--- src/design/pwm_encoder_multiturn_decoder_defines.svh ---
// assertion macros for the pwm encoder multi-turn decoder
// used by the top level only; no other dependencies
`ifndef PWM_ENCODER_MULTITURN_DECODER_DEFINES_SVH
`define PWM_ENCODER_MULTITURN_DECODER_DEFINES_SVH
`ifndef SYNTHESIS
`define PEMD_ASSERT_SAME(label, clk, rst_n, ante, cons) \
  label: assert property (@(posedge clk) disable iff (!rst_n) (ante) |-> (cons)) \
    else $error("assertion failed");
`define PEMD_ASSERT_NEXT(label, clk, rst_n, ante, cons) \
  label: assert property (@(posedge clk) disable iff (!rst_n) (ante) |=> (cons)) \
    else $error("assertion failed");
`else
`define PEMD_ASSERT_SAME(label, clk, rst_n, ante, cons)
`define PEMD_ASSERT_NEXT(label, clk, rst_n, ante, cons)
`endif
`endif

--- src/design/pemd_pkg.sv ---
// shared types and constants for the pwm encoder multi-turn decoder
// no dependencies
`default_nettype none
package pemd_pkg;
  localparam int RES_BITS = 12;
  localparam int ANG_W    = RES_BITS + 8;
  localparam int CFG_DW   = 24;
  localparam int CFG_IW   = 3;
  localparam int POS_W    = 48;

  localparam logic signed [17:0] EMA_ALPHA = 18'sd6554;
  localparam logic [31:0] CNT_TOP = 32'(((1 << RES_BITS) - 1) << 8);
  localparam logic signed [ANG_W+1:0] HALF_S = (ANG_W+2)'(1 << (ANG_W - 1));
  localparam logic signed [ANG_W+1:0] TURN_S = (ANG_W+2)'(1 << ANG_W);

  typedef enum logic [CFG_IW-1:0] {
    CFG_SCALE  = 3'd0,
    CFG_START  = 3'd1,
    CFG_MIN    = 3'd2,
    CFG_MAX    = 3'd3,
    CFG_DIR    = 3'd4,
    CFG_OFFSET = 3'd5,
    CFG_GEAR   = 3'd6,
    CFG_FILTER = 3'd7
  } cfg_idx_t;

  typedef struct packed {
    logic [23:0] scale;
    logic [9:0]  start;
    logic [15:0] min_ticks;
    logic [15:0] max_ticks;
    logic        dir_neg;
    logic [11:0] offset;
    logic [16:0] gear;
    logic [1:0]  filter;
  } cfg_t;

  // one queue entry: sanity verdict and the filtered width
  typedef struct packed {
    logic        ok;
    logic [15:0] width;
  } q_item_t;

  typedef struct packed {
    logic valid;
    logic full;
  } q_stat_t;
endpackage
`default_nettype wire

--- src/design/pemd_queue.sv ---
// two-entry queue between front and back ends
// depends on pemd_pkg
`default_nettype none
module pemd_queue
  import pemd_pkg::*;
(
  input  wire logic    clk,
  input  wire logic    rst_n,
  input  wire logic    push,
  input  wire q_item_t push_item,
  input  wire logic    pop,
  output q_item_t      head,
  output q_stat_t      stat
);
  q_item_t    mem_r [2];
  logic       wp_r, rp_r;
  logic [1:0] cnt_r, cnt_nxt;

  assign head       = mem_r[rp_r];
  assign stat.valid = (cnt_r != 2'd0);
  assign stat.full  = (cnt_r == 2'd2);

  always_comb begin
    cnt_nxt = cnt_r;
    if (push && !pop) cnt_nxt = cnt_r + 2'd1;
    else if (pop && !push) cnt_nxt = cnt_r - 2'd1;
  end

  always_ff @(posedge clk) begin
    if (push) mem_r[wp_r] <= push_item;
  end

  always_ff @(posedge clk) begin
    if (!rst_n) begin
      wp_r  <= 1'b0;
      rp_r  <= 1'b0;
      cnt_r <= 2'd0;
    end else begin
      if (push) wp_r <= ~wp_r;
      if (pop) rp_r <= ~rp_r;
      cnt_r <= cnt_nxt;
    end
  end
endmodule
`default_nettype wire

--- config.mk ---
export PLATFORM = sky130hd
export DESIGN_NAME = pemd_queue
export DESIGN_NICKNAME = d
export VERILOG_FILES = /design/src/design/pwm_encoder_multiturn_decoder_defines.svh /design/src/design/pemd_pkg.sv /design/src/design/pemd_queue.sv
export SDC_FILE = /design/constraint.sdc
export NUM_CORES = 1
export LEC_CHECK = 0
export BUFFER_PORTS_ARGS = -buffer_cell sky130_fd_sc_hd__buf_2
export CAP_MARGIN = 20
export CORE_MARGIN = 5
export CORE_UTILIZATION = 48
export CTS_BUF_LIST = sky130_fd_sc_hd__clkbuf_4 sky130_fd_sc_hd__clkbuf_8
export CTS_CLUSTER_SIZE = 28
export DETAILED_ROUTE_END_ITERATION = 12
export GPL_TIMING_DRIVEN = 0
export HOLD_SLACK_MARGIN = 0.02
export PLACE_DENSITY = 0.81
export REMOVE_ABC_BUFFERS = 1
export SYNTH_ARGS = -nofsm -noshare
export SYNTH_HDL_FRONTEND = slang
export SYNTH_SLANG_ARGS = --single-unit
export TNS_END_PERCENT = 30
--- constraint.sdc ---
create_clock -name clk -period 1.6 [get_ports clk]
set_input_delay 0.24 -clock clk [delete_from_list [all_inputs] [get_ports clk]]
set_output_delay 0.24 -clock clk [all_outputs]
set_load 0.02 [all_outputs]
==> impl_metrics.tcl <==
set metrics [dict create \
    status "finished, violations left" \
    critical_path_buf_inv_count 1 \
    yosys_register_bits 39 \
    end_kind "output pin" \
    crit_required_ns 1.36 \
    crit_slowest_cell "dfxtp_4" \
    num-fill-cells 252 \
    cts_sinks 39 \
    avgSynthCellArea_um2 19.3 \
    antenna_found_initial 0 \
    fmax_mhz 625 \
    rows 20 \
    top_level_ports 40 \
    dieWidth_um 64.9 \
    drt_first_pass_iters 4 \
    final_max_slew_viol_count 0 \
    drt_iter0_drc 11 \
    final_nets 141 \
    hold_violations 0 \
    totalWireLength_um 2300 \
    ant_nets 0 \
    yosys.area_share.simple 0.0407 \
    yosys-top-cells-area "edfxtp_1, mux2_2, dfxtp_1" \
    violations "setup timing" \
    worst_clock_skew_ns 0.00672 \
    remaining_drc_errors 0 \
    min-delay-start "push_item[7]" \
    die_y_um 64.9 \
    p_total_mw 2.27 \
    clk_latency_ns 0.33 \
    ys_types 17 \
    crit_arrival_ns 1.36 \
    yosysTopAreaCell "edfxtp_1" \
    portBuffers 39 \
    root_buffer "clkbuf_4" \
    syn_inst 75 \
    mostFrequentLayoutCells "buf_2, edfxtp_1, mux2_2" \
    grt_pass1_wl_um 3800 \
    cts_tree "built" \
    area_delta_synth_final_pct 23.9 \
    grt_pass1_vias 870 \
    critPathMaxFanout 17 \
    cap_viol_max_count 0 \
    layout_commonest_cell "buf_2" \
    synth_top_family_by_area "multiplexers" \
    min_period_over_period 1.00 \
    cts_hold_buf 0 \
    worst_slack_ns -0.000342 \
    crit_path_max_incr_delay_ns 0.50 \
    post_cts_buffers 0 \
    grt-ovfl-total 0 \
    antenna_cells 0 \
    initial_core_util 0.486 \
    grt_setup_unrepaired "yes" \
    synth_enable_flop_cells 34 \
    crit_family "flip-flops" \
    synthFlopType "edfxtp_1" \
    setup_tns_ns -0.000342 \
    tightest_slew_ns 0.901 \
    hold_path_class "in -> reg" \
    relSlewSlack 0.396 \
    core_region_area_um2 2980 \
    grt_start_max_net_pins 19 \
    track_usage 0.126 \
    synth.area.mux_share 0.132 \
    hold_ws_ns 0.0876 \
    dp_slack_ns -0.0215 \
    post-route-min-period_ns 1.60 \
    vias 765 \
    htree_levels 2 \
    dp_hpwl_um 1610 \
    layout-drive-gt1-share 0.567 \
    cp_cell_sequence "mux2_2, buf_2" \
    worst_setup_path_start_kind "flop" \
    synth_compound_area_frac 0.0138 \
    setup_violations 1 \
    dieArea_um2 4210 \
    cts_buffers 5 \
    synth.top_cell.area_share 0.706 \
    critPathKind "reg -> out" \
    synth_xor_area_frac 0.0182 \
    clockBufferDepth 2 \
    p_leak_nw 0.703 \
    worst_ir_drop_vdd_mv 0.666 \
    r2r_start "wp_r" \
    yosysWarnings 0 \
    powerDensity_nw_per_um2 1270 \
    cts.clk_slew.worst_paths_ns 0.11 \
    yosysSeqAreaShare 0.775 \
    syn-cell-area_um2 1450 \
    drt-wirelength-per-cell_um 15.0 \
    synthAdderAreaFrac 0.00865 \
    routabilityCongestion 0.627 \
    ys_async_sr_fraction 0 \
    via_per_inst 5.00 \
]
[report_power, final]
part,internal [mW],switching [mW]
sequential,1.17,0.0347
combinational,0.129,0.146
clock,0.505,0.288
total,1.80,0.468
[state kept, by name, indices dropped and copies added (netlist names), named ones only]
signal / count
mem_r: 34
rp_r: 1
wp_r: 1
cnt_r: 2
[synthesized netlist by cell type (2+ instances only)]
cell type,instances
edfxtp_1,34
mux2_2,17
dfxtp_1,5
and2_1,4
nor2b_1,2
xor2_1,2
[layout make-up]
class	count	area, um^2	share of cell area
Multi-Input combinational cell	33	315	0.176
Sequential cell	39	1120	0.628
Tap cell	33	41.3	0.0230
Timing Repair Buffer	39	201	0.112
Inverter	1	3.75	0.00209
Clock inverter	2	60.1	0.0335
Clock buffer	6	45.0	0.0251
[path summary, 6_finish.rpt]
check / cells past startpoint / slack, ns / to
setup reg to reg: 1 / 0.19 / mem_r[0][5]
hold / removal: 1 / 0.09 / mem_r[0][7]
setup / recovery: 2 / -0.0003 / head[6]
hold reg to reg: 2 / 0.50 / cnt_r[1]
[timing repair]
item	CTS	global route
pin swaps	0	0
hold endpoints to repair	0	0
setup endpoints to repair	17	17
resized for setup	2	3
[logic make-up after synthesis]
family,count (synthesis)
flops,39
mux,17
simple gates,9
compound gates,3
xor+xnor,3
buf+inv,3
fa+ha+maj,1
[routing by layer]
metal  vias to the layer above  GRT usage  share of wire
met5                         -          0              0
met4                         0     0.0712          0.025
met3                         8     0.0572          0.095
met2                        30      0.218           0.50
met1                       358      0.123           0.38
li1                        369          -              -
[metrics by stage]
stage | util | cells | cell area (um^2)
after global routing | 0.602 | 153 | 1790
after CTS | 0.598 | 153 | 1780
after floorplan | - | 73 | 1430
final | 0.602 | 153 | 1790
after global placement | 0.561 | 145 | 1670
after detailed placement | 0.562 | 145 | 1670
Power figures use the tool's default switching activity.
