## src/design/pwm_encoder_multiturn_decoder_defines.svh

```systemverilog
// assertion macros for the pwm encoder multi-turn decoder
// used by the top level only; no other dependencies
`ifndef PWM_ENCODER_MULTITURN_DECODER_DEFINES_SVH
`define PWM_ENCODER_MULTITURN_DECODER_DEFINES_SVH
`ifndef SYNTHESIS
`define PEMD_ASSERT_SAME(label, clk, rst_n, ante, cons) \
  label: assert property (@(posedge clk) disable iff (!rst_n) (ante) |-> (cons)) \
    else $error("assertion failed");
`define PEMD_ASSERT_NEXT(label, clk, rst_n, ante, cons) \
  label: assert property (@(posedge clk) disable iff (!rst_n) (ante) |=> (cons)) \
    else $error("assertion failed");
`else
`define PEMD_ASSERT_SAME(label, clk, rst_n, ante, cons)
`define PEMD_ASSERT_NEXT(label, clk, rst_n, ante, cons)
`endif
`endif

```

## src/design/pemd_pkg.sv

```systemverilog
// shared types and constants for the pwm encoder multi-turn decoder
// no dependencies
`default_nettype none
package pemd_pkg;
  localparam int RES_BITS = 12;
  localparam int ANG_W    = RES_BITS + 8;
  localparam int CFG_DW   = 24;
  localparam int CFG_IW   = 3;
  localparam int POS_W    = 48;

  localparam logic signed [17:0] EMA_ALPHA = 18'sd6554;
  localparam logic [31:0] CNT_TOP = 32'(((1 << RES_BITS) - 1) << 8);
  localparam logic signed [ANG_W+1:0] HALF_S = (ANG_W+2)'(1 << (ANG_W - 1));
  localparam logic signed [ANG_W+1:0] TURN_S = (ANG_W+2)'(1 << ANG_W);

  typedef enum logic [CFG_IW-1:0] {
    CFG_SCALE  = 3'd0,
    CFG_START  = 3'd1,
    CFG_MIN    = 3'd2,
    CFG_MAX    = 3'd3,
    CFG_DIR    = 3'd4,
    CFG_OFFSET = 3'd5,
    CFG_GEAR   = 3'd6,
    CFG_FILTER = 3'd7
  } cfg_idx_t;

  typedef struct packed {
    logic [23:0] scale;
    logic [9:0]  start;
    logic [15:0] min_ticks;
    logic [15:0] max_ticks;
    logic        dir_neg;
    logic [11:0] offset;
    logic [16:0] gear;
    logic [1:0]  filter;
  } cfg_t;

  // one queue entry: sanity verdict and the filtered width
  typedef struct packed {
    logic        ok;
    logic [15:0] width;
  } q_item_t;

  typedef struct packed {
    logic valid;
    logic full;
  } q_stat_t;
endpackage
`default_nettype wire

```

## src/design/pemd_back.sv

```systemverilog
// back end: counts, turn tracking, gear scaling, smoothing, output register
// depends on pemd_pkg
`default_nettype none
module pemd_back
  import pemd_pkg::*;
(
  input  wire logic        clk,
  input  wire logic        rst_n,
  input  wire cfg_t        cfg,
  input  wire q_item_t     head,
  input  wire q_stat_t     qstat,
  output logic             pop,
  output logic             out_valid,
  input  wire logic        out_ready,
  output logic [POS_W-1:0] out_pos,
  output logic             out_upd
);
  typedef enum logic [8:0] {
    ST_IDLE  = 9'b000000001,
    ST_CLAMP = 9'b000000010,
    ST_ANGLE = 9'b000000100,
    ST_PLO   = 9'b000001000,
    ST_PHI   = 9'b000010000,
    ST_SUM   = 9'b000100000,
    ST_EMA   = 9'b001000000,
    ST_EMA2  = 9'b010000000,
    ST_FIN   = 9'b100000000
  } state_t;

  state_t                   state_r, state_nxt;
  logic [39:0]              prod_r;
  logic [ANG_W-1:0]         cnt_r, prev_r;
  logic                     seen_r, started_r, upd_r;
  logic [POS_W-1:0]         acc_r, s_r, held_r, raw_r;
  logic [40:0]              plo_r;
  logic signed [41:0]       phi_r;
  logic signed [66:0]       emap_r;
  logic                     ovalid_r, oupd_r;
  logic [POS_W-1:0]         opos_r;

  logic [31:0]              cnt_hi, start_q8, cnt_d;
  logic [ANG_W-1:0]         cnt_nxt, ang_dir, ang;
  logic signed [ANG_W+1:0]  dstep;
  logic [65:0]              full;
  logic [POS_W-1:0]         raw_nxt;
  logic [POS_W:0]           ediff;
  logic                     fin_go;

  assign pop       = (state_r == ST_IDLE) && qstat.valid;
  assign fin_go    = (state_r == ST_FIN) && (!ovalid_r || out_ready);
  assign out_valid = ovalid_r;
  assign out_pos   = opos_r;
  assign out_upd   = oupd_r;

  // subtract the start clocks and clamp to one turn of counts
  always_comb begin
    cnt_hi   = prod_r[39:8];
    start_q8 = {14'd0, cfg.start, 8'd0};
    cnt_d    = cnt_hi - start_q8;
    if (cnt_hi <= start_q8) cnt_nxt = '0;
    else if (cnt_d > CNT_TOP) cnt_nxt = CNT_TOP[ANG_W-1:0];
    else cnt_nxt = cnt_d[ANG_W-1:0];
  end

  // direction, offset and wrapped step
  always_comb begin
    ang_dir = cfg.dir_neg ? (ANG_W'(0) - cnt_r) : cnt_r;
    ang     = ang_dir + ANG_W'({cfg.offset, 8'd0});
    dstep   = $signed({2'b00, ang}) - $signed({2'b00, prev_r});
    if (dstep > HALF_S) dstep = dstep - TURN_S;
    if (dstep <= -HALF_S) dstep = dstep + TURN_S;
  end

  // combine partial products, floor shift and saturate
  always_comb begin
    full = {phi_r, 24'd0} + {25'd0, plo_r};
    if ((&full[65:55]) || !(|full[65:55])) raw_nxt = full[55:8];
    else if (full[65]) raw_nxt = {1'b1, {(POS_W-1){1'b0}}};
    else raw_nxt = {1'b0, {(POS_W-1){1'b1}}};
    ediff = {raw_r[POS_W-1], raw_r} - {s_r[POS_W-1], s_r};
  end

  // sequencer
  always_comb begin
    state_nxt = state_r;
    unique case (state_r)
      ST_IDLE:  if (qstat.valid) state_nxt = head.ok ? ST_CLAMP : ST_FIN;
      ST_CLAMP: state_nxt = ST_ANGLE;
      ST_ANGLE: state_nxt = ST_PLO;
      ST_PLO:   state_nxt = ST_PHI;
      ST_PHI:   state_nxt = ST_SUM;
      ST_SUM:   state_nxt = ST_EMA;
      ST_EMA:   state_nxt = (cfg.filter[1] && started_r) ? ST_EMA2 : ST_FIN;
      ST_EMA2:  state_nxt = ST_FIN;
      ST_FIN:   if (fin_go) state_nxt = ST_IDLE;
      default:  state_nxt = ST_IDLE;
    endcase
  end

  // datapath registers without reset
  always_ff @(posedge clk) begin
    if (pop) prod_r <= 40'(head.width * cfg.scale);
    if (state_r == ST_CLAMP) cnt_r <= cnt_nxt;
    if (state_r == ST_PLO) plo_r <= acc_r[23:0] * cfg.gear;
    if (state_r == ST_PHI) phi_r <= $signed(acc_r[47:24]) * $signed({1'b0, cfg.gear});
    if (state_r == ST_SUM) raw_r <= raw_nxt;
    if (state_r == ST_EMA) emap_r <= $signed(ediff) * EMA_ALPHA;
    if (fin_go) begin
      opos_r <= held_r;
      oupd_r <= upd_r;
    end
  end

  // tracking state and control
  always_ff @(posedge clk) begin
    if (!rst_n) begin
      state_r   <= ST_IDLE;
      prev_r    <= '0;
      seen_r    <= 1'b0;
      acc_r     <= '0;
      s_r       <= '0;
      started_r <= 1'b0;
      held_r    <= '0;
      upd_r     <= 1'b0;
      ovalid_r  <= 1'b0;
    end else begin
      state_r <= state_nxt;
      if (pop) upd_r <= head.ok;
      if (state_r == ST_ANGLE) begin
        prev_r <= ang;
        seen_r <= 1'b1;
        if (!seen_r) acc_r <= {{(POS_W-ANG_W){1'b0}}, ang};
        else acc_r <= acc_r + {{(POS_W-ANG_W-2){dstep[ANG_W+1]}}, dstep};
      end
      if (state_r == ST_EMA) begin
        if (!cfg.filter[1]) held_r <= raw_r;
        else if (!started_r) begin
          s_r       <= raw_r;
          held_r    <= raw_r;
          started_r <= 1'b1;
        end
      end
      if (state_r == ST_EMA2) begin
        s_r    <= s_r + emap_r[63:16];
        held_r <= s_r + emap_r[63:16];
      end
      if (fin_go) ovalid_r <= 1'b1;
      else if (out_ready) ovalid_r <= 1'b0;
    end
  end
endmodule
`default_nettype wire

```

## config.mk

```make
export PLATFORM = sky130hd
export DESIGN_NAME = pemd_back
export DESIGN_NICKNAME = d
export VERILOG_FILES = /design/src/design/pwm_encoder_multiturn_decoder_defines.svh /design/src/design/pemd_pkg.sv /design/src/design/pemd_back.sv
export SDC_FILE = /design/constraint.sdc
export NUM_CORES = 2
export LEC_CHECK = 0
export BUFFER_PORTS_ARGS = -buffer_cell sky130_fd_sc_hd__buf_4
export CAP_MARGIN = 15
export CORE_ASPECT_RATIO = 0.9
export CORE_UTILIZATION = 45
export CTS_BUF_LIST = sky130_fd_sc_hd__clkbuf_8
export CTS_CLUSTER_SIZE = 40
export DETAILED_ROUTE_END_ITERATION = 6
export SYNTH_ARGS = -nofsm -noshare
export SYNTH_HDL_FRONTEND = slang
export SYNTH_SLANG_ARGS = --single-unit
```

## constraint.sdc

```tcl
create_clock -name clk -period 20.5 [get_ports clk]
set_input_delay 1.025 -clock clk [delete_from_list [all_inputs] [get_ports clk]]
set_output_delay 1.025 -clock clk [all_outputs]
set_load 0.01 [all_outputs]
```

==> reports/metrics.csv <==
metric,value,unit
crit start category,register,
first-pass GRT wire length,319,mm
asr flop ratio synth,0,%
FF-to-FF End,acc_r[47]$_SDFFE_PN0P_,
placed instance area,78400,um^2
Post-synth top flop,edfxtp_1,
status,completed,
cell accounting for the most synthesized area,fa_1,
# rows,142,
largest cells by area after synthesis,"fa_1 (34%), ha_1 (12%), edfxtp_1 (11%)",
Final Hold Viols,0,
"Max FO, Critical Path",34,
P_leak,37.5,nW
DP Cell Count,10400,
Worst-Skew Late Latency,0.84,ns
largest net degree at the start of global routing,81,
Min-Delay Path Class,reg2reg,
CP arrival,11.37,ns
worst reg2reg setup slack,9.84,ns
Worst-Margin Slew,1.09,ns
Worst IR Drop VDD,259,uV
Clk pwr share,17.3,%
CTS sink count,448,
Pint,2.84,mW
grt ovf,0,
Clock Pin Slew Worst Setup and Hold Paths,0.06,ns
final worst path period share,52.0,%
Clock Skew,0.0627,ns
Iter 0 DRT Violations,3244,
I/O pin count,171,
Worst R2R Start,cnt_r[3]$_SDFFCE_PP0P_,
hold_buf cts,0,
Sw Ratio,46.5,%
Syn Inst Count,8341,
CTS Buf Count,85,
unrepaired setup endpoints after global routing,false,
Yosys reg bits,448,
Ys Warns,0,
required time worst endpoint,21.21,ns
post-synthesis average cell area,9.03,um^2
CP max-delay cell,or4_1,
Port Buffers,136,
routed len/inst,18.5,um
Reg power frac,21.8,%
Die H,390,um
"commonest non-fill, non-tap cell in the layout",inv_1,
pwr dens,66.4,nW/um^2
Resized cells post-CTS,0,
Final #Nets,10400,
H-tree Lvls,3,
Slew HR,26.9,%
core area,166000,um^2
DRC,0,
placement-stage worst setup slack,9.99,ns
Bufs on Longest Clock Path,3,
antenna violations before repair,4,
final core occ,48.2,%
"Design Area, Final",80100,um^2
via count,55900,
final std cells w/o fill,10600,
Max Slew Vio Count,0,
kind of critical path,reg2reg,
Min-Delay Endpoint,out_pos[1]$_DFFE_PP_,
top-area cell type share of the netlist area,33.7,%
CTS tree,yes,
Global Route Usage Sum,24.0,%
CP dominant cell by count,ha_1,
GPL Wtd Cong,0.895,
synthesized net count,10400,
CP endpoint kind,register,
sw power,2.48,mW
vias in the first global route,58500,
setup TNS,0,ns
final critical-path setup slack,9.84,ns
Final min period,10.66,ns
drt pass-1 iters,6,
Yosys cell types,85,
combinational cell fraction of total power,60.8,%
R2R cell count,40,
postcts setup bufs,0,
vias per std cell,5.28,
Max Cap Viol,0,
sequential area share after synthesis,15.5,%
routed wire length,196,mm
Post-synth EDFFs,271,
Die Area,169000,um^2
most frequent cells in the layout,"inv_1 (1,718), fa_1 (1,266), nand2_1 (1,144), ha_1 (707), and2_1 (424)",
Die Width,433,um
HPWL Detailed,151,mm
hold wc startpoint,held_r[1]$_SDFFE_PN0P_,
initial core utilization,45.3,%
synthesized area,75300,um^2
CTS root buffer,clkbuf_8,
Hold Path Depth,0,
achievable frequency,93.8,MHz
"Largest stage delay, worst path",0.57,ns
number of routed nets with antenna violations,0,
total power,5.32,mW
share of layout cells above drive strength 1,4.29,%
Min Hold Slack,0.440,ns
final setup fails,0,
Syn-to-layout area delta,6.44,%
==> flip-flops by register name, summed over array words and instances (netlist names) <==
register   flops
held_r        48
seen_r         1
raw_r         48
plo_r         33
state_r        9
prod_r        32
out_upd        1
s_r           48
out_valid      1
phi_r         42
upd_r          1
started_r      1
emap_r        47
cnt_r         20
acc_r         48
prev_r        20
out_pos       48
==> synthesized netlist by cell type, types with 63 or more instances <==
master and count:
a211oi_1 84, a21o_1 178, a21oi_1 355, a31oi_1 69, and2_1 423, clkbuf_1 309, dfxtp_1 177, edfxtp_1 271
fa_1 1266, ha_1 707, inv_1 1694, nand2_1 1144, nand2b_1 63, nand3_1 72, nor2_1 324, nor3_1 84
o21ai_0 186, xnor2_1 208, xor2_1 117
==> power groups by stage <==
stage / sequential (mW) / clock (mW) / combinational [mW]
detailed placement: 1.18 / 0 / 3.21
global placement: 1.18 / 0 / 3.23
finish: 1.16 / 0.923 / 3.24
CTS: 1.16 / 0.952 / 3.28
global route: 1.16 / 0.989 / 3.60
floorplan: 1.17 / 0 / 2.12
==> routing by layer <==
layer	vias up	part of all wire [%]	track usage, %
li1	26200	-	-
met1	28000	46	34.1
met2	1460	46	38.8
met5	-	0.035	0
met3	238	5.8	3.16
met4	4	2.1	5.48
==> layout make-up <==
class                   count  area, um^2
diodes                      6        15.0
clock buffers              96        1320
clock inverters            60         412
fillers                 16000       86200
inverters                1695        6360
multi-input cells        5877       56100
flip-flops and latches    448       11700
well taps                2232        2790
repair buffers            189        1420
==> worst max-delay path: cells and delay by family, from the launching register on <==
kind,cells,cell delay (ns)
flops,1,0.44
compound gates,18,4.14
xor+xnor,2,0.40
simple gates,13,3.05
mux,2,0.77
buf+inv,1,0.42
fa+ha+maj,4,1.33
==> worst max-delay path by stage <==
| stage | start | endpoint | slack [ns] | depth (start not counted) |
|---|---|---|---|---|
| floorplan | cfg[31] | acc_r[47]$_SDFFE_PN0P_ | 9.17 | 36 |
| global placement | cnt_r[3]$_SDFFCE_PP0P_ | acc_r[47]$_SDFFE_PN0P_ | 10.14 | 42 |
| detailed placement | cnt_r[3]$_SDFFCE_PP0P_ | acc_r[47]$_SDFFE_PN0P_ | 9.99 | 42 |
| CTS | cnt_r[3]$_SDFFCE_PP0P_ | acc_r[47]$_SDFFE_PN0P_ | 9.95 | 42 |
| global route | cnt_r[3]$_SDFFCE_PP0P_ | acc_r[47]$_SDFFE_PN0P_ | 8.97 | 42 |
| finish | cnt_r[3]$_SDFFCE_PP0P_ | acc_r[47]$_SDFFE_PN0P_ | 9.84 | 40 |
==> logic make-up (layout without fill, tap and decap cells) <==
kind of cell,count (synthesis),in the layout,synth area share [%]
buffers and inverters,2016,2040,10.1
DFF,448,448,15.5
and+or+nand+nor,2373,2373,14.7
adders and majority gates,1973,1973,45.4
muxes,33,33,0.444
xor gates and xnor gates,325,325,3.78
other,0,6,0
AOI/OAI and AO/OA,1173,1173,10.1
(Power assumes the default switching activity.)
